## src/sv/wsfr_pkg.sv

```systemverilog
`default_nettype none
// ----------------------------------------------------------------------------
// wsfr_pkg
// Shared types and constants of the websocket frame receiver: parser phases,
// event codes, opcodes, header length codes and the queue word layout.
// ----------------------------------------------------------------------------
package wsfr_pkg;

    // parser phase
    typedef enum logic [2:0] {
        PH_HDR0  = 3'd0,
        PH_HDR1  = 3'd1,
        PH_EXT16 = 3'd2,
        PH_EXT64 = 3'd3,
        PH_MASK  = 3'd4,
        PH_DATA  = 3'd5
    } phase_t;

    // result event codes
    typedef enum logic [1:0] {
        EV_DATA  = 2'd0,
        EV_PING  = 2'd1,
        EV_CLOSE = 2'd2
    } event_t;

    // frame opcodes
    localparam logic [3:0] OP_CONT   = 4'h0;
    localparam logic [3:0] OP_TEXT   = 4'h1;
    localparam logic [3:0] OP_BINARY = 4'h2;
    localparam logic [3:0] OP_CLOSE  = 4'h8;
    localparam logic [3:0] OP_PING   = 4'h9;

    // seven-bit length codes that announce an extended length
    localparam logic [6:0] LEN_EXT16 = 7'd126;
    localparam logic [6:0] LEN_EXT64 = 7'd127;

    // byte count of the last byte in each multi-byte header part
    localparam logic [2:0] EXT16_LAST = 3'd1;
    localparam logic [2:0] EXT64_LAST = 3'd7;
    localparam logic [2:0] MASK_LAST  = 3'd3;

    // word passed from the parser to the output stage
    typedef struct packed {
        event_t      event_res;
        logic        has_byte;
        logic [7:0]  raw_byte;
        logic [7:0]  key_byte;
        logic        last;
        logic [63:0] frame_length;
    } item_t;

    // queue status seen by both sides
    typedef struct packed {
        logic full;
        logic empty;
    } qstat_t;

endpackage
`default_nettype wire

```

## src/sv/wsfr_if.sv

```systemverilog
`default_nettype none
// ----------------------------------------------------------------------------
// wsfr_if
// Valid/ready channels of the websocket frame receiver: the received byte
// stream and the result event stream.
// ----------------------------------------------------------------------------
interface wsfr_byte_if;
    logic       valid;
    logic       ready;
    logic [7:0] rx_byte;

    modport source (output valid, output rx_byte, input ready);
    modport sink   (input valid, input rx_byte, output ready);
endinterface

interface wsfr_event_if;
    logic                valid;
    logic                ready;
    wsfr_pkg::event_t    event_res;
    logic                has_byte;
    logic [7:0]          payload_byte;
    logic                last;
    logic [63:0]         frame_length;

    modport source (output valid, output event_res, output has_byte, output payload_byte,
                    output last, output frame_length, input ready);
    modport sink   (input valid, input event_res, input has_byte, input payload_byte,
                    input last, input frame_length, output ready);
endinterface
`default_nettype wire

```

## src/sv/wsfr_parse.sv

```systemverilog
`default_nettype none
// ----------------------------------------------------------------------------
// wsfr_parse
// Front end: one byte per cycle unless the queue is full; walks the frame
// header, tracks the payload position, pushes one word per result to the queue.
// ----------------------------------------------------------------------------
module wsfr_parse (
    input  logic             clk,
    input  logic             rst_n,
    wsfr_byte_if.sink        rx,
    input  wsfr_pkg::qstat_t qstat,
    output logic             push,
    output wsfr_pkg::item_t  push_item
);
    import wsfr_pkg::*;

    phase_t      phase_reg, phase_next;
    logic        fin_reg, fin_next;
    logic [3:0]  op_reg, op_next;
    logic        mask_reg, mask_next;
    logic [63:0] len_reg, len_next;
    logic [2:0]  hcnt_reg, hcnt_next;
    logic [31:0] key_reg, key_next;
    logic [63:0] rem_reg, rem_next;
    logic [1:0]  idx_reg, idx_next;

    logic        accept;
    logic [7:0]  b;
    logic [6:0]  len7;
    logic        is_ext16, is_ext64;
    logic        in_ext;
    logic [2:0]  ext_last;
    logic        len_done, mask_now, hdr_done, len_zero, data_end, is_data_op;

    // handshake: only a full queue holds the byte stream
    assign rx.ready = !qstat.full;
    assign accept   = rx.valid && rx.ready;
    assign b        = rx.rx_byte;

    // header decode
    assign len7       = b[6:0];
    assign is_ext16   = (len7 == LEN_EXT16);
    assign is_ext64   = (len7 == LEN_EXT64);
    assign in_ext     = (phase_reg == PH_EXT16) || (phase_reg == PH_EXT64);
    assign ext_last   = (phase_reg == PH_EXT16) ? EXT16_LAST : EXT64_LAST;
    assign len_done   = ((phase_reg == PH_HDR1) && !is_ext16 && !is_ext64)
                        || (in_ext && (hcnt_reg == ext_last));
    assign mask_now   = (phase_reg == PH_HDR1) ? b[7] : mask_reg;
    assign hdr_done   = (len_done && !mask_now)
                        || ((phase_reg == PH_MASK) && (hcnt_reg >= MASK_LAST));
    assign len_zero   = (len_next == 64'd0);
    assign data_end   = (rem_reg == 64'd1);
    assign is_data_op = (op_reg == OP_CONT) || (op_reg == OP_TEXT) || (op_reg == OP_BINARY);

    // header fields and payload counters
    always_comb
    begin
        fin_next  = fin_reg;
        op_next   = op_reg;
        mask_next = mask_reg;
        len_next  = len_reg;
        hcnt_next = hcnt_reg;
        key_next  = key_reg;
        rem_next  = rem_reg;
        idx_next  = idx_reg;
        if (accept)
        begin
            case (phase_reg)
                PH_HDR1:
                begin
                    mask_next = b[7];
                    hcnt_next = 3'd0;
                    len_next  = (is_ext16 || is_ext64) ? 64'd0 : {57'd0, len7};
                end
                PH_EXT16, PH_EXT64:
                begin
                    len_next  = {len_reg[55:0], b};
                    hcnt_next = len_done ? 3'd0 : hcnt_reg + 3'd1;
                end
                PH_MASK:
                begin
                    key_next  = {key_reg[23:0], b};
                    hcnt_next = hdr_done ? 3'd0 : hcnt_reg + 3'd1;
                end
                PH_DATA:
                begin
                    rem_next = rem_reg - 64'd1;
                    idx_next = idx_reg + 2'd1;
                end
                default:
                begin
                    fin_next = b[7];
                    op_next  = b[3:0];
                end
            endcase
            // key restarts once the length is known
            if (len_done)
            begin
                key_next = 32'd0;
            end
            // header complete: arm the payload counters
            if (hdr_done)
            begin
                rem_next  = len_next;
                idx_next  = 2'd0;
                hcnt_next = 3'd0;
            end
        end
    end

    // next phase
    always_comb
    begin
        phase_next = phase_reg;
        if (accept)
        begin
            case (phase_reg)
                PH_HDR1:
                begin
                    if (is_ext16)
                    begin
                        phase_next = PH_EXT16;
                    end
                    else if (is_ext64)
                    begin
                        phase_next = PH_EXT64;
                    end
                end
                PH_EXT16, PH_EXT64, PH_MASK:
                begin
                    phase_next = phase_reg;
                end
                PH_DATA:
                begin
                    if (data_end)
                    begin
                        phase_next = PH_HDR0;
                    end
                end
                default:
                begin
                    phase_next = PH_HDR1;
                end
            endcase
            if (len_done && mask_now)
            begin
                phase_next = PH_MASK;
            end
            if (hdr_done)
            begin
                phase_next = len_zero ? PH_HDR0 : PH_DATA;
            end
        end
    end

    // result words
    always_comb
    begin
        push                   = 1'b0;
        push_item.event_res    = EV_DATA;
        push_item.has_byte     = 1'b0;
        push_item.raw_byte     = 8'd0;
        push_item.key_byte     = 8'd0;
        push_item.last         = 1'b0;
        push_item.frame_length = len_next;
        if (accept)
        begin
            if (phase_reg == PH_DATA)
            begin
                if (is_data_op || (op_reg == OP_PING))
                begin
                    push                = 1'b1;
                    push_item.has_byte  = 1'b1;
                    push_item.raw_byte  = b;
                    push_item.key_byte  = mask_reg ? key_reg[{~idx_reg, 3'b000} +: 8] : 8'd0;
                    if (is_data_op)
                    begin
                        push_item.last = data_end && fin_reg;
                    end
                    else
                    begin
                        push_item.event_res = EV_PING;
                        push_item.last      = data_end;
                    end
                end
                else if ((op_reg == OP_CLOSE) && data_end)
                begin
                    push                = 1'b1;
                    push_item.event_res = EV_CLOSE;
                end
            end
            else if (hdr_done && len_zero)
            begin
                // empty frames finish on the last header byte
                if (is_data_op)
                begin
                    push           = fin_reg;
                    push_item.last = 1'b1;
                end
                else if (op_reg == OP_PING)
                begin
                    push                = 1'b1;
                    push_item.event_res = EV_PING;
                    push_item.last      = 1'b1;
                end
                else if (op_reg == OP_CLOSE)
                begin
                    push                = 1'b1;
                    push_item.event_res = EV_CLOSE;
                end
            end
        end
    end

    // state registers
    always_ff @(posedge clk or negedge rst_n)
    begin
        if (!rst_n)
        begin
            phase_reg <= PH_HDR0;
            fin_reg   <= 1'b0;
            op_reg    <= 4'd0;
            mask_reg  <= 1'b0;
            len_reg   <= 64'd0;
            hcnt_reg  <= 3'd0;
            key_reg   <= 32'd0;
            rem_reg   <= 64'd0;
            idx_reg   <= 2'd0;
        end
        else
        begin
            phase_reg <= phase_next;
            fin_reg   <= fin_next;
            op_reg    <= op_next;
            mask_reg  <= mask_next;
            len_reg   <= len_next;
            hcnt_reg  <= hcnt_next;
            key_reg   <= key_next;
            rem_reg   <= rem_next;
            idx_reg   <= idx_next;
        end
    end

endmodule
`default_nettype wire

```

## src/sv/wsfr_queue.sv

```systemverilog
`default_nettype none
// ----------------------------------------------------------------------------
// wsfr_queue
// Small first-in first-out queue of result words between the parser and the
// output stage.
// ----------------------------------------------------------------------------
module wsfr_queue #(
    parameter int DEPTH = 4
) (
    input  logic             clk,
    input  logic             rst_n,
    input  logic             push,
    input  wsfr_pkg::item_t  push_item,
    input  logic             pop,
    output wsfr_pkg::item_t  pop_item,
    output wsfr_pkg::qstat_t qstat
);
    import wsfr_pkg::*;

    localparam int PW = (DEPTH > 1) ? $clog2(DEPTH) : 1;
    localparam int CW = $clog2(DEPTH + 1);

    item_t         mem_reg [DEPTH];
    logic [PW-1:0] wr_ptr_reg, wr_ptr_next;
    logic [PW-1:0] rd_ptr_reg, rd_ptr_next;
    logic [CW-1:0] count_reg, count_next;

    assign pop_item    = mem_reg[rd_ptr_reg];
    assign qstat.full  = (count_reg == CW'(DEPTH));
    assign qstat.empty = (count_reg == '0);

    // pointer and fill count update
    always_comb
    begin
        wr_ptr_next = wr_ptr_reg;
        rd_ptr_next = rd_ptr_reg;
        if (push)
        begin
            wr_ptr_next = (wr_ptr_reg == PW'(DEPTH - 1)) ? '0 : wr_ptr_reg + PW'(1);
        end
        if (pop)
        begin
            rd_ptr_next = (rd_ptr_reg == PW'(DEPTH - 1)) ? '0 : rd_ptr_reg + PW'(1);
        end
        case ({push, pop})
            2'b10:   count_next = count_reg + CW'(1);
            2'b01:   count_next = count_reg - CW'(1);
            default: count_next = count_reg;
        endcase
    end

    // storage
    always_ff @(posedge clk)
    begin
        if (push)
        begin
            mem_reg[wr_ptr_reg] <= push_item;
        end
    end

    always_ff @(posedge clk or negedge rst_n)
    begin
        if (!rst_n)
        begin
            wr_ptr_reg <= '0;
            rd_ptr_reg <= '0;
            count_reg  <= '0;
        end
        else
        begin
            wr_ptr_reg <= wr_ptr_next;
            rd_ptr_reg <= rd_ptr_next;
            count_reg  <= count_next;
        end
    end

endmodule
`default_nettype wire

```

## src/sv/wsfr_emit.sv

```systemverilog
`default_nettype none
// ----------------------------------------------------------------------------
// wsfr_emit
// Back end: pops result words, unmasks the payload byte and holds the result
// in an output register until the sink takes it.
// ----------------------------------------------------------------------------
module wsfr_emit (
    input  logic             clk,
    input  logic             rst_n,
    input  wsfr_pkg::item_t  pop_item,
    input  wsfr_pkg::qstat_t qstat,
    output logic             pop,
    wsfr_event_if.source     evt
);
    import wsfr_pkg::*;

    logic        valid_reg, valid_next;
    event_t      ev_reg;
    logic        has_reg;
    logic [7:0]  byte_reg, byte_next;
    logic        last_reg;
    logic [63:0] len_reg;

    // refill the output register when it is empty or being taken
    assign pop        = !qstat.empty && (!valid_reg || evt.ready);
    assign valid_next = pop || (valid_reg && !evt.ready);
    assign byte_next  = pop_item.has_byte ? (pop_item.raw_byte ^ pop_item.key_byte) : 8'd0;

    assign evt.valid        = valid_reg;
    assign evt.event_res    = ev_reg;
    assign evt.has_byte     = has_reg;
    assign evt.payload_byte = byte_reg;
    assign evt.last         = last_reg;
    assign evt.frame_length = len_reg;

    always_ff @(posedge clk or negedge rst_n)
    begin
        if (!rst_n)
        begin
            valid_reg <= 1'b0;
        end
        else
        begin
            valid_reg <= valid_next;
        end
    end

    // output word
    always_ff @(posedge clk)
    begin
        if (pop)
        begin
            ev_reg   <= pop_item.event_res;
            has_reg  <= pop_item.has_byte;
            byte_reg <= byte_next;
            last_reg <= pop_item.last;
            len_reg  <= pop_item.frame_length;
        end
    end

endmodule
`default_nettype wire

```

## src/sv/websocket_frame_receiver.sv

```systemverilog
`default_nettype none
// ----------------------------------------------------------------------------
// websocket_frame_receiver
// Receive-side frame parser: header decode, payload unmasking and event output.
// ----------------------------------------------------------------------------
// The block takes one received byte per clock cycle while rx.ready is high
// and gives at most one result word per byte, held first in the result queue
// and then in the output register. The header parser handles every byte as
// it arrives, so rx.ready falls only while the QUEUE_DEPTH-entry result queue
// is full, which happens only once QUEUE_DEPTH + 1 results wait on a stalled
// event sink (the queue entries plus the output register).
// Data, ping and close events follow the stream order; pong and unknown
// opcodes are consumed with no result.
module websocket_frame_receiver #(
    parameter int QUEUE_DEPTH = 4
) (
    input  logic         clk,
    input  logic         rst_n,
    wsfr_byte_if.sink    rx,
    wsfr_event_if.source evt
);
    import wsfr_pkg::*;

    logic   push, pop;
    item_t  push_item, pop_item;
    qstat_t qstat;

    // header parser
    wsfr_parse u_parse (
        .clk       (clk),
        .rst_n     (rst_n),
        .rx        (rx),
        .qstat     (qstat),
        .push      (push),
        .push_item (push_item)
    );

    // result queue
    wsfr_queue #(
        .DEPTH (QUEUE_DEPTH)
    ) u_queue (
        .clk       (clk),
        .rst_n     (rst_n),
        .push      (push),
        .push_item (push_item),
        .pop       (pop),
        .pop_item  (pop_item),
        .qstat     (qstat)
    );

    // unmask and output register
    wsfr_emit u_emit (
        .clk      (clk),
        .rst_n    (rst_n),
        .pop_item (pop_item),
        .qstat    (qstat),
        .pop      (pop),
        .evt      (evt)
    );

endmodule
`default_nettype wire

```

## src/flat_wrapper.sv

```systemverilog
// flat-port wrapper written by rule: the top's interface ports become plain ports
module websocket_frame_receiver_flat import wsfr_pkg::*;
#(
    parameter int QUEUE_DEPTH = 4
)
  (clk, rst_n, rx_valid, rx_rx_byte, rx_ready, evt_valid, evt_event_res, evt_has_byte, evt_payload_byte, evt_last, evt_frame_length, evt_ready);
  wsfr_byte_if rx_i ();
  wsfr_event_if evt_i ();
  input  logic clk;
  input  logic rst_n;
  input wire logic [$bits(rx_i.valid)-1:0] rx_valid;
  input wire logic [$bits(rx_i.rx_byte)-1:0] rx_rx_byte;
  output wire logic [$bits(rx_i.ready)-1:0] rx_ready;
  output wire logic [$bits(evt_i.valid)-1:0] evt_valid;
  output wire logic [$bits(evt_i.event_res)-1:0] evt_event_res;
  output wire logic [$bits(evt_i.has_byte)-1:0] evt_has_byte;
  output wire logic [$bits(evt_i.payload_byte)-1:0] evt_payload_byte;
  output wire logic [$bits(evt_i.last)-1:0] evt_last;
  output wire logic [$bits(evt_i.frame_length)-1:0] evt_frame_length;
  input wire logic [$bits(evt_i.ready)-1:0] evt_ready;
  assign rx_i.valid = rx_valid;
  assign rx_i.rx_byte = rx_rx_byte;
  assign rx_ready = rx_i.ready;
  assign evt_valid = evt_i.valid;
  assign evt_event_res = evt_i.event_res;
  assign evt_has_byte = evt_i.has_byte;
  assign evt_payload_byte = evt_i.payload_byte;
  assign evt_last = evt_i.last;
  assign evt_frame_length = evt_i.frame_length;
  assign evt_i.ready = evt_ready;
  websocket_frame_receiver #(.QUEUE_DEPTH(QUEUE_DEPTH)) u_core (.clk(clk), .rst_n(rst_n), .rx(rx_i), .evt(evt_i));
endmodule
```

## config.mk

```make
export PLATFORM = sky130hd
export DESIGN_NAME = websocket_frame_receiver_flat
export DESIGN_NICKNAME = d
export VERILOG_FILES = /design/src/sv/wsfr_pkg.sv /design/src/sv/wsfr_if.sv /design/src/sv/wsfr_parse.sv /design/src/sv/wsfr_queue.sv /design/src/sv/wsfr_emit.sv /design/src/sv/websocket_frame_receiver.sv /design/src/flat_wrapper.sv
export SDC_FILE = /design/constraint.sdc
export NUM_CORES = 1
export LEC_CHECK = 0
export ABC_AREA = 1
export BUFFER_PORTS_ARGS = -buffer_cell sky130_fd_sc_hd__buf_2
export CELL_PAD_IN_SITES_DETAIL_PLACEMENT = 2
export CELL_PAD_IN_SITES_GLOBAL_PLACEMENT = 2
export CORE_AREA = 2 2 245 247
export CTS_CLUSTER_SIZE = 20
export DETAILED_ROUTE_END_ITERATION = 6
export DIE_AREA = 0 0 247 249
export HOLD_SLACK_MARGIN = 0.06
export PLACE_DENSITY_LB_ADDON = 0.1
export SYNTH_ARGS = -nofsm -noshare
export SYNTH_HDL_FRONTEND = slang
export SYNTH_SLANG_ARGS = --single-unit
```

## constraint.sdc

```tcl
create_clock -name clk -period 9.5 [get_ports clk]
set_clock_uncertainty 0.15 [all_clocks]
set_input_delay 0 -clock clk [delete_from_list [all_inputs] [get_ports clk]]
set_output_delay 0 -clock clk [all_outputs]
set_load 0.05 [all_outputs]
```

==> results of run 1 <==
## area by class of cell
class / count / area [um^2] / area share (%)
inverter: 144 / 547 / 1.89
multi-input combinational: 1619 / 7660 / 26.4
clock buffer: 95 / 1890 / 6.54
clock inverter: 26 / 195 / 0.674
timing repair buffer: 124 / 764 / 2.64
sequential: 594 / 16900 / 58.5
tap: 773 / 967 / 3.34
## synth_stat cells, types with 3 or more instances
cell,n
o21a_1,10
nand2_2,4
o21ai_1,14
buf_4,8
buf_2,26
nand3_1,62
dfrtp_1,182
clkbuf_1,81
xnor2_1,6
edfxtp_1,412
or2_2,3
nor2_1,384
nand4_1,14
clkinv_1,4
o31ai_1,19
o22ai_1,97
buf_6,4
nor4_1,5
o211ai_1,7
a31oi_1,20
o21ai_0,285
nor3_1,19
xor2_1,38
ha_1,10
a21oi_1,58
inv_2,3
inv_1,136
nand2_1,534
nor2_2,5
## what timing repair did
| item | in CTS | in global routing |
|---|---|---|
| setup endpoints to repair | 0 | 0 |
| hold buffers | 12 | 0 |
| endpoints found under the hold margin | 175 | 0 |
| buffers inserted | 0 | 0 |
## report_power, final
part / total [W] / switching [W] / internal [W]
Clock: 0.00260 / 0.00117 / 0.00143
Sequential: 0.00391 / 0.000456 / 0.00345
Combinational: 0.00404 / 0.00315 / 0.000889
Total: 0.0105 / 0.00478 / 0.00577
## worst max-delay path, stage by stage (launching register included)
cell and delay [ns]:
dfrtp_1 0.43, inv_1 0.15, nand2_1 0.12, nor2_2 0.44, nand2_1 0.19, nand2_2 0.38, nand2_1 0.12, nand2_2 0.08
buf_4 0.68, o21ai_2 0.08, buf_4 0.31, inv_2 0.38, nand3_4 0.25, nor2_4 0.79, buf_4 0.94
## worst min path at each step
stage                    from  cells past startpoint                                    end
finish              evt_ready                      5      u_core.u_emit.evt.valid$_DFF_PN0_
global route         rx_valid                      5    u_core.u_parse.mask_reg$_DFFE_PN0P_
CTS                 evt_ready                      5      u_core.u_emit.evt.valid$_DFF_PN0_
detailed placement      rst_n                      1  u_core.u_parse.key_reg[9]$_DFFE_PN0P_
global placement        rst_n                      1  u_core.u_parse.key_reg[9]$_DFFE_PN0P_
floorplan               rst_n                      0      u_core.u_emit.evt.valid$_DFF_PN0_
## routing by layer
metal  routed length, um  vias up
li1                    -     8647
met4                2380        6
met5                  39        -
met3                6540      165
met1               42800    10700
met2               48800      779
## logic make-up (layout without fill, tap and decap cells)
| family | after synthesis | in the layout | synth area share (%) |
|---|---|---|---|
| flops | 594 | 594 | 66.0 |
| xor+xnor | 44 | 44 | 1.50 |
| fa+ha+maj | 11 | 11 | 0.566 |
| buf+inv | 266 | 389 | 4.27 |
| compound gates | 521 | 521 | 11.2 |
| simple gates | 1043 | 1043 | 16.4 |
## through the flow
step | setup WS, ns | cells | util [%]
after detailed placement | 3.60 | 3242 | 45.5
after floorplan | 3.34 | 2479 | -
final | 3.51 | 3375 | 49.3
after CTS | 3.58 | 3375 | 49.3
after global placement | 3.83 | 3242 | 45.5
after global routing | 3.11 | 3375 | 49.3
==> summary.md, run 1 <==
| Metric | Value |
|---|---|
| Met3 Use GR | `~5.6%` |
| Fin. max-slew vios | `0` |
| GR Util met2 | `~54%` |
| Crit path to | `u_core.u_queue.mem_reg[1][42]$_DFFE_PP_` |
| Post-CTS sizing | `0` |
| Largest cells by area after synthesis | `edfxtp_1 (48%), dfrtp_1 (18%), nand2_1 (7.8%), nor2_1 (5.6%), o21ai_0 (5.6%)` |
| Req. time, crit path | `9.57 ns` |
| Clk pin slew, worst setup/hold paths | `0.06 ns` |
| Fin Hold WS | `between 0.09 and 0.1 ns` |
| Num ports | `90` |
| Ys async rst share | `30.6%` |
| Rel. slew slack | `between 10% and 20%` |
| Hold Vio Cnt, Final | `0` |
| Max reg flops | `336` |
| Top_reg_cell synth | `edfxtp_1` |
| EDFF count, synth | `approximately 410` |
| Antenna fix cells | `0` |
| Root Buffer | `clkbuf_16` |
| Routed length per placed instance | `29.8 um` |
| Initial antenna violation count | `5` |
| Worst min path class | `in2reg` |
| Initial cell density of the core | `43.7%` |
| Site Rows | `89` |
| Warnings from Yosys | `0` |
| Pleak | `11.4 nW` |
| Min Tclk post-route | `5.99 ns` |
| Worst setup path class | `reg2reg` |
| RSZ-0062 raised after global routing | `no` |
| Status | `completed` |
| Die Ht | `249 um` |
| Synth-to-layout area growth | `13.0%` |
| Top-area cell type share of the netlist area | `around half` |
| Largest net degree at the start of global routing | `99` |
| Antenna-violating nets left | `0` |
| Core area | `58,700 um^2` |
| Via density | `6.00` |
| Global-route usage over all layers | `32.8%` |
| First-pass GRT wire length | `149,000 um` |
| Routing usage on met1 | `44.8%` |
| Clock buffer depth | `3` |
| CP startpoint | `u_core.u_parse.phase_reg[1]$_DFFE_PN0P_` |
| Mapped Cells | `2,479` |
| Worst vdd ir | `0.230 mV` |
| Hpwl dp | `61,100 um` |
| Crit share post-route | `63.1%` |
| Final Wtd Congestion | `0.826` |
| Max-Cap Viols | `0` |
| Die width | `between 200 and 250 um` |
| WP data arrival | `6.06 ns` |
| Via Count | `20,300` |
| RR Startpoint | `u_core.u_parse.phase_reg[1]$_DFFE_PN0P_` |
| IO Port Bufs | `89` |
| Pwr dens | `364 nW/um^2` |
| Drt pass-1 iters | `6` |
| R2r setup slk | `approximately 3.5 ns` |
| Detailed-route wire length | `101,000 um` |
| H-tree depth | `3` |
| Worst Setup Start Kind | `register` |
| Layout cell share with drive strength beyond 1 | `9.61%` |
| DP Area | `26,700 um^2` |
| Mapped Avg Cell Area | `10.3 um^2` |
| Actual slew at the worst max-slew pin | `1.25 ns` |
| Post-Syn Area | `25,600 um^2` |
| Commonest non-fill, non-tap cell in the layout | `nand2_1` |
| Final Cell Area | `29,000 um^2` |
| Sequential fraction of the synthesis area | `66.0%` |
| Worst skew pair latency | `between 0.6 and 0.7 ns` |
| DIE AREA | `61,500 um^2` |
| CP max FO | `78` |
| Residual DRC | `0` |
| GRT Max-Usage Layer | `met2` |
| Vias in the first global route | `roughly 22,000` |
| Crit. End Element | `register` |
| Highest clock rate | `167 MHz` |
| Reg2reg end | `u_core.u_queue.mem_reg[1][42]$_DFFE_PP_` |
| Most frequent cells in the layout | `nand2_1 (534), edfxtp_1 (412), nor2_1 (379), o21ai_0 (285), dfrtp_1 (180)` |
| Fill count | `5,947` |
| Post-synth cell types | `51` |
| Grt total ovfl | `0` |
| TritonCTS clock tree | `done` |
| Reg2reg path depth | `14` |
| Seq cells post-synth | `594` |
| CTS buffer count | `67` |
| Syn_nets | `2,502` |
| Final nets | `approximately 2,600` |
| Final setup violation count | `0` |
| TNS Setup | `0 ns` |
| CTS sink cnt | `594` |
| Power Total | `0.0105 W` |
| DR iter-0 viols | `1,937` |
| Area leader, netlist | `edfxtp_1` |
No activity file was read; power rests on OpenSTA's default activity.
==> inputs of run 2 (changes only) <==
--- a/config.mk
+++ b/config.mk
@@ -9,10 +9,10 @@
 export BUFFER_PORTS_ARGS = -buffer_cell sky130_fd_sc_hd__buf_2
 export CELL_PAD_IN_SITES_DETAIL_PLACEMENT = 2
 export CELL_PAD_IN_SITES_GLOBAL_PLACEMENT = 2
-export CORE_AREA = 2 2 245 247
+export CORE_AREA = 2 2 267 269
 export CTS_CLUSTER_SIZE = 20
 export DETAILED_ROUTE_END_ITERATION = 6
-export DIE_AREA = 0 0 247 249
+export DIE_AREA = 0 0 269 271
 export HOLD_SLACK_MARGIN = 0.06
 export PLACE_DENSITY_LB_ADDON = 0.1
 export SYNTH_ARGS = -nofsm -noshare
==> constraint.sdc (replaced) <==
create_clock -name clk -period 5.4 [get_ports clk]
set_clock_uncertainty 0.15 [all_clocks]
set_input_delay 0 -clock clk [delete_from_list [all_inputs] [get_ports clk]]
set_output_delay 0 -clock clk [all_outputs]
set_load 0.05 [all_outputs]
==> summary.md, run 2 (synthesized netlist as in run 1, its figures left out) <==
| Metric | Value |
|---|---|
| Initial antenna violation count | `4` |
| Residual DRC | `0` |
| DIE AREA | `72,900 um^2` |
| Crit. End Element | `register` |
| Worst setup path class | `reg2reg` |
| Fin. max-slew vios | `0` |
| Worst min path class | `in2reg` |
| Hpwl dp | `55,800 um` |
| WP data arrival | `4.38 ns` |
| R2r setup slk | `~1.1 ns` |
| Crit path to | `u_core.u_queue.mem_reg[3][42]$_DFFE_PP_` |
| Grt total ovfl | `0` |
| Site Rows | `97` |
| Final Wtd Congestion | `0.811` |
| Antenna-violating nets left | `0` |
| Routed length per placed instance | `24.6 um` |
| Critical Path Max Stage Delay | `~0.43 ns` |
| Largest net degree at the start of global routing | `between 150 and 200` |
| CP max FO | `84` |
| RSZ-0062 raised after global routing | `no` |
| Via density | `5.35` |
| Detailed-route wire length | `87,400 um` |
| Vias in the first global route | `approximately 21,000` |
| Max reg flops | `336` |
| Non-Filler Instances | `~3,600` |
| Worst path most repeated cell | `nand2_1` |
| DP Area | `between 20,000 and 30,000 um^2` |
| Clock buffer depth | `3` |
| Status | `completed` |
| DR iter-0 viols | `1,332` |
| CP startpoint | `u_core.u_queue.count_reg[1]$_DFFE_PN0P_` |
| Core area | `about 70,000 um^2` |
| Global-route usage over all layers | `24.4%` |
| Die Ht | `271 um` |
| Reg2reg end | `u_core.u_queue.mem_reg[3][42]$_DFFE_PP_` |
| Actual slew at the worst max-slew pin | `between 1 and 1.5 ns` |
| CP Cell Sequence | `nor2_4 > nand2_2 > nand2_4 > inv_4 > buf_4 > nand2_1 > nand2_1 > nor2_1 > nand2_1 > nor2_1 > nand2_1 > nor2_1 > nand3_2 > nand2_2 > nand3_4 > nor2_4 > buf_12` |
| Hold Vio Cnt, Final | `0` |
| Rel. slew slack | `21.2%` |
| Postcts setup bufs | `0` |
| Highest clock rate | `about 230 MHz` |
| Final nets | `2,584` |
| IO Port Bufs | `89` |
| Crit share post-route | `79.7%` |
| Placed insts | `3,418` |
| First-pass GRT wire length | `133,000 um` |
| RR Startpoint | `u_core.u_queue.count_reg[1]$_DFFE_PN0P_` |
| Worst Setup Start Kind | `register` |
| Final setup violation count | `0` |
| H-tree depth | `3` |
| Cell depth of the worst setup path | `17` |
| Commonest non-fill, non-tap cell in the layout | `nand2_1` |
| Post-CTS sizing | `0` |
| CTS buffer count | `68` |
| Pleak | `11.6 nW` |
| Worst skew pair latency | `0.61 ns` |
| Die width | `269 um` |
| Drt pass-1 iters | `5` |
| Synth-to-layout area growth | `15.1%` |
| Pwr dens | `624 nW/um^2` |
| Reg2reg path depth | `17` |
| Clk pin slew, worst setup/hold paths | `approximately 0.06 ns` |
| Max-Cap Viols | `0` |
| TritonCTS clock tree | `done` |
| Req. time, crit path | `5.48 ns` |
| Initial cell density of the core | `36.7%` |
| Hold_buf cts | `13` |
| Worst vdd ir | `about 0.65 mV` |
| CTS sink cnt | `594` |
| Via Count | `about 19,000` |
| Most frequent cells in the layout | `nand2_1 (534), edfxtp_1 (412), nor2_1 (379), o21ai_0 (285), dfrtp_1 (180)` |
| CP top delay family | `simple AND/OR/NAND/NOR gates` |
| Worst path buffer plus inverter count | `3` |
| Fill count | `around 7,300` |
| Fin Hold WS | `0.216 ns` |
| Num ports | `90` |
| Final Cell Area | `29,500 um^2` |
| Slowest cell on crit path | `dfrtp_1` |
| Layout cell share with drive strength beyond 1 | `9.95%` |
| Min Tclk post-route | `4.30 ns` |
| Root Buffer | `clkbuf_16` |
==> run 2: cell type report <==
| type | count | area [um^2] | area share, % |
|---|---|---|---|
| Inverter | 144 | 547 | 1.85 |
| Sequential cell | 594 | 16900 | 57.4 |
| Antenna cell | 1 | 2.50 | 0.00848 |
| Clock buffer | 95 | 1880 | 6.39 |
| Tap cell | 940 | 1180 | 3.99 |
| Timing Repair Buffer | 134 | 942 | 3.19 |
| Multi-Input combinational cell | 1619 | 7660 | 25.9 |
| Clock inverter | 27 | 368 | 1.25 |
==> run 2: worst min-delay path by stage <==
stage	depth (start not counted)	start	end
finish	4	rx_rx_byte[1]	u_core.u_parse.key_reg[1]$_DFFE_PN0P_
global placement	1	rst_n	u_core.u_parse.key_reg[20]$_DFFE_PN0P_
floorplan	0	rst_n	u_core.u_emit.evt.valid$_DFF_PN0_
CTS	4	rx_rx_byte[4]	u_core.u_parse.key_reg[4]$_DFFE_PN0P_
global route	4	rx_rx_byte[1]	u_core.u_parse.key_reg[1]$_DFFE_PN0P_
detailed placement	1	rst_n	u_core.u_parse.key_reg[20]$_DFFE_PN0P_
==> run 2: stage by stage <==
stage	util, %	TNS [ns]	total power, W	setup slack (ns)
final	42.3	0	0.0184	1.10
after global routing	42.3	0	0.0195	0.800
after CTS	42.3	0	0.0186	1.08
after detailed placement	38.8	0	0.0137	1.15
after global placement	38.8	0	0.0134	1.21
after floorplan	-	-255.55	0.0113	-0.761
==> run 2: power breakdown <==
part	total (W)	internal (W)	switching (W)
clock	0.00477	0.00284	0.00194
sequential	0.00671	0.00607	0.000638
combinational	0.00694	0.00163	0.00531
==> run 2: metal layers <==
metal | routed length, um | vias to the layer above | share of wire (%) | GRT usage (%)
li1 | - | 8685 | - | -
met1 | 42000 | 9909 | 48 | 36.0
met2 | 40500 | 351 | 46 | 38.5
met3 | 3610 | 81 | 4.1 | 2.95
met4 | 1310 | 0 | 1.5 | 5.53
met5 | 0 | - | 0 | 0
==> run 2: worst min-delay path, stage by stage <==
cell and delay [ns]:
dlygate4sd3_1 0.53, buf_2 0.16, inv_2 0.12, o31ai_1 0.10
==> inputs of run 3 (changes only) <==
--- a/config.mk
+++ b/config.mk
@@ -5,14 +5,14 @@
 export SDC_FILE = /design/constraint.sdc
 export NUM_CORES = 1
 export LEC_CHECK = 0
-export ABC_AREA = 1
+export ABC_AREA = 0
 export BUFFER_PORTS_ARGS = -buffer_cell sky130_fd_sc_hd__buf_2
 export CELL_PAD_IN_SITES_DETAIL_PLACEMENT = 2
 export CELL_PAD_IN_SITES_GLOBAL_PLACEMENT = 2
-export CORE_AREA = 2 2 267 269
+export CORE_AREA = 2 2 249 251
 export CTS_CLUSTER_SIZE = 20
 export DETAILED_ROUTE_END_ITERATION = 6
-export DIE_AREA = 0 0 269 271
+export DIE_AREA = 0 0 251 253
 export HOLD_SLACK_MARGIN = 0.06
 export PLACE_DENSITY_LB_ADDON = 0.1
 export SYNTH_ARGS = -nofsm -noshare
==> constraint.sdc (replaced) <==
create_clock -name clk -period 3.9 [get_ports clk]
set_clock_uncertainty 0.15 [all_clocks]
set_input_delay 0 -clock clk [delete_from_list [all_inputs] [get_ports clk]]
set_output_delay 0 -clock clk [all_outputs]
set_load 0.05 [all_outputs]
==> summary.md, run 3 <==
| Metric | Value |
|---|---|
| Status | `complete, but fails checks` |
| Violated checks | `setup timing` |
| Highest clock rate | `256 MHz` |
| Clock buffer depth | `3` |
| Num ports | `90` |
| Clk pin slew, worst setup/hold paths | `0.06 ns` |
| Post-Syn Area | `24,700 um^2` |
| DR iter-0 viols | `1,654` |
| H-tree depth | `3` |
| DP Area | `26,700 um^2` |
| Post-synth cell types | `82` |
| Worst Setup Start Kind | `register` |
| Largest net degree at the start of global routing | `78` |
| Ys async rst share | `between 30% and 40%` |
| Slack of the critical path | `-0.00405 ns` |
| Worst vdd ir | `0.343 mV` |
| Worst path buffer plus inverter count | `2` |
| Residual DRC | `0` |
| Hold Vio Cnt, Final | `0` |
| Crit. End Element | `register` |
| CP max FO | `12` |
| DIE AREA | `between 60,000 and 70,000 um^2` |
| CP Cell Sequence | `nor3b_4 > inv_2 > nand3_1 > o2111ai_1 > or4_4 > nor4b_4 > o211ai_4 > ha_1 > inv_1 > fa_1 > mux2i_1` |
| Fin. max-slew vios | `0` |
| Mapped Cells | `roughly 1,700` |
| Final setup violation count | `1` |
| Final core occ | `47.6%` |
| Detailed-route wire length | `about 86,000 um` |
| Final Cell Area | `approximately 29,000 um^2` |
| Largest cells by area after synthesis | `edfxtp_1 (50%), dfrtp_1 (18%), mux4_2 (7.6%), o21ai_0 (2.7%), nand2_1 (2.5%)` |
| Via density | `6.16` |
| Syn_nets | `1,713` |
| Min Tclk post-route | `approximately 4 ns` |
| Routed length per placed instance | `31.9 um` |
| Warnings from Yosys | `0` |
| Die Ht | `253 um` |
| Seq cells post-synth | `just under 600` |
| Hpwl dp | `56,600 um` |
| Mapped Avg Cell Area | `14.6 um^2` |
| First-pass GRT wire length | `124,000 um` |
| TNS Setup | `-0.00405 ns` |
| Vias in the first global route | `17,500` |
| Count leader, synth | `edfxtp_1` |
| Root Buffer | `clkbuf_16` |
| CTS sink cnt | `594` |
| Commonest non-fill, non-tap cell in the layout | `edfxtp_1` |
| Pleak | `10.5 nW` |
| Antenna fix cells | `0` |
| Die width | `251 um` |
| CTS buffer count | `66` |
| Worst setup path class | `reg2reg` |
| Drt pass-1 iters | `6` |
| Top-area cell type share of the netlist area | `50.2%` |
| Max-Cap Viols | `0` |
| Rel. slew slack | `23.0%` |
| Initial antenna violation count | `11` |
| TritonCTS clock tree | `done` |
| Core area | `61,000 um^2` |
| Actual slew at the worst max-slew pin | `1.14 ns` |
| Multi-input logic area | `7370 um^2` |
| Max reg flops | `336` |
| Power Total | `0.0250 W` |
| Synth-to-layout area growth | `17.8%` |
| Grt total ovfl | `0` |
| EDFF count, synth | `412` |
| Site Rows | `a little over 90` |
| FF+latch area | `16,900 um^2` |
| Final nets | `~1,900` |
| Top post-synthesis cells by count | `edfxtp_1 (412), dfrtp_1 (182), nand2_1 (165), o21ai_0 (134), nor2_1 (90)` |
| Area leader, netlist | `edfxtp_1` |
| Pwr dens | `approximately 860 nW/um^2` |
| Most frequent cells in the layout | `edfxtp_1 (412), dfrtp_1 (179), nand2_1 (164), o21ai_0 (133), buf_2 (88)` |
| Slowest cell on crit path | `or4_4` |
| Antenna-violating nets left | `0` |
| Layout cell share with drive strength beyond 1 | `22.4%` |
| Crit share post-route | `100%` |
| Final Wtd Congestion | `0.856` |
| Worst min path class | `in2reg` |
| WP data arrival | `4.25 ns` |
| Req. time, crit path | `4.25 ns` |
| Sequential fraction of the synthesis area | `roughly two thirds` |
| Top_reg_cell synth | `edfxtp_1` |
| Fill count | `~5,800` |
| Global-route usage over all layers | `26.8%` |
| IO Port Bufs | `89` |
| Worst skew pair latency | `just over 0.6 ns` |
| CP top delay family | `simple AND/OR/NAND/NOR gates` |
| Via Count | `between 15,000 and 20,000` |
| Critical Path Max Stage Delay | `0.60 ns` |
| Initial cell density of the core | `40.4%` |
## run 3: path summary, 6_finish.rpt
path                                                               from                                 endpoint  slack [ns]  cells after the start
worst max-delay path            u_core.u_queue.count_reg[1]$_DFFE_PN0P_  u_core.u_queue.count_reg[1]$_DFFE_PN0P_      -0.004                     11
worst min-delay path                                      rx_rx_byte[1]     u_core.u_parse.op_reg[1]$_DFFE_PN0P_        0.13                      3
worst max register to register  u_core.u_queue.count_reg[1]$_DFFE_PN0P_  u_core.u_queue.count_reg[1]$_DFFE_PN0P_      -0.004                     11
worst min register to register   u_core.u_parse.key_reg[29]$_DFFE_PN0P_   u_core.u_parse.key_reg[29]$_DFFE_PN0P_        0.33                      2
max in group asynchronous                                         rst_n     u_core.u_parse.op_reg[3]$_DFFE_PN0P_        2.73                      4
min in group asynchronous                                         rst_n   u_core.u_parse.rem_reg[14]$_DFFE_PN0P_        0.39                      4
## run 3: power by group
group	internal [W]	leakage, nW	total (W)	switching, W
registers	0.00851	6.07	0.00998	0.00147
clock network	0.00354	1.04	0.00626	0.00273
logic	0.00280	3.36	0.00872	0.00592
## run 3: worst register-to-register path, cell delays in order (launching register included)
cell and delay (ns):
dfrtp_1 0.48, nor3b_4 0.36, inv_2 0.21, nand3_1 0.20
o2111ai_1 0.17, or4_4 0.60, nor4b_4 0.33, o211ai_4 0.19
ha_1 0.27, inv_1 0.10, fa_1 0.42, mux2i_1 0.29
## run 3: cells by family after synthesis
group | Yosys count | share of synthesized area, %
compound gates | 401 | 10.9
xor+xnor | 36 | 1.28
mux | 98 | 8.27
buf+inv | 130 | 2.04
fa+ha+maj | 11 | 0.588
simple gates | 420 | 8.35
flops | 594 | 68.6
## run 3: layer usage
| layer | global-route usage (%) | part of all wire, % | up-vias |
|---|---|---|---|
| met1 | 36.9 | 43 | 8779 |
| met3 | 5.50 | 7.5 | 186 |
| li1 | - | - | 6933 |
| met4 | 8.38 | 3.0 | 12 |
| met5 | 0 | 0.13 | - |
| met2 | 42.8 | 47 | 738 |
## run 3: what timing repair did
action | CTS | global route
pin swaps | 1 | 2
resized for setup | 0 | 7
setup buffers | 2 | 5
hold buffers | 14 | 0
endpoints found under the hold margin | 283 | 0
setup endpoints to repair | 1 | 189
## run 3: metrics by stage
step | worst slack [ns] | hold slack, ns | instances
2_1_floorplan | -0.309 | -0.446 | 1690
3_3_place_gp | 0.202 | -0.0191 | 2560
3_5_place_dp | 0.0868 | -0.0103 | 2560
4_1_cts | 0.0605 | 0.105 | 2697
5_1_grt | -0.0466 | 0.153 | 2702
6_report | -0.00405 | 0.132 | 2702
## run 3: layout make-up
type | count | area share, %
Tap cell | 790 | 3.40
Clock buffer | 86 | 6.16
Clock inverter | 35 | 1.13
Sequential cell | 594 | 58.3
Timing Repair Buffer | 198 | 5.21
Multi-Input combinational cell | 966 | 25.4
Inverter | 33 | 0.426
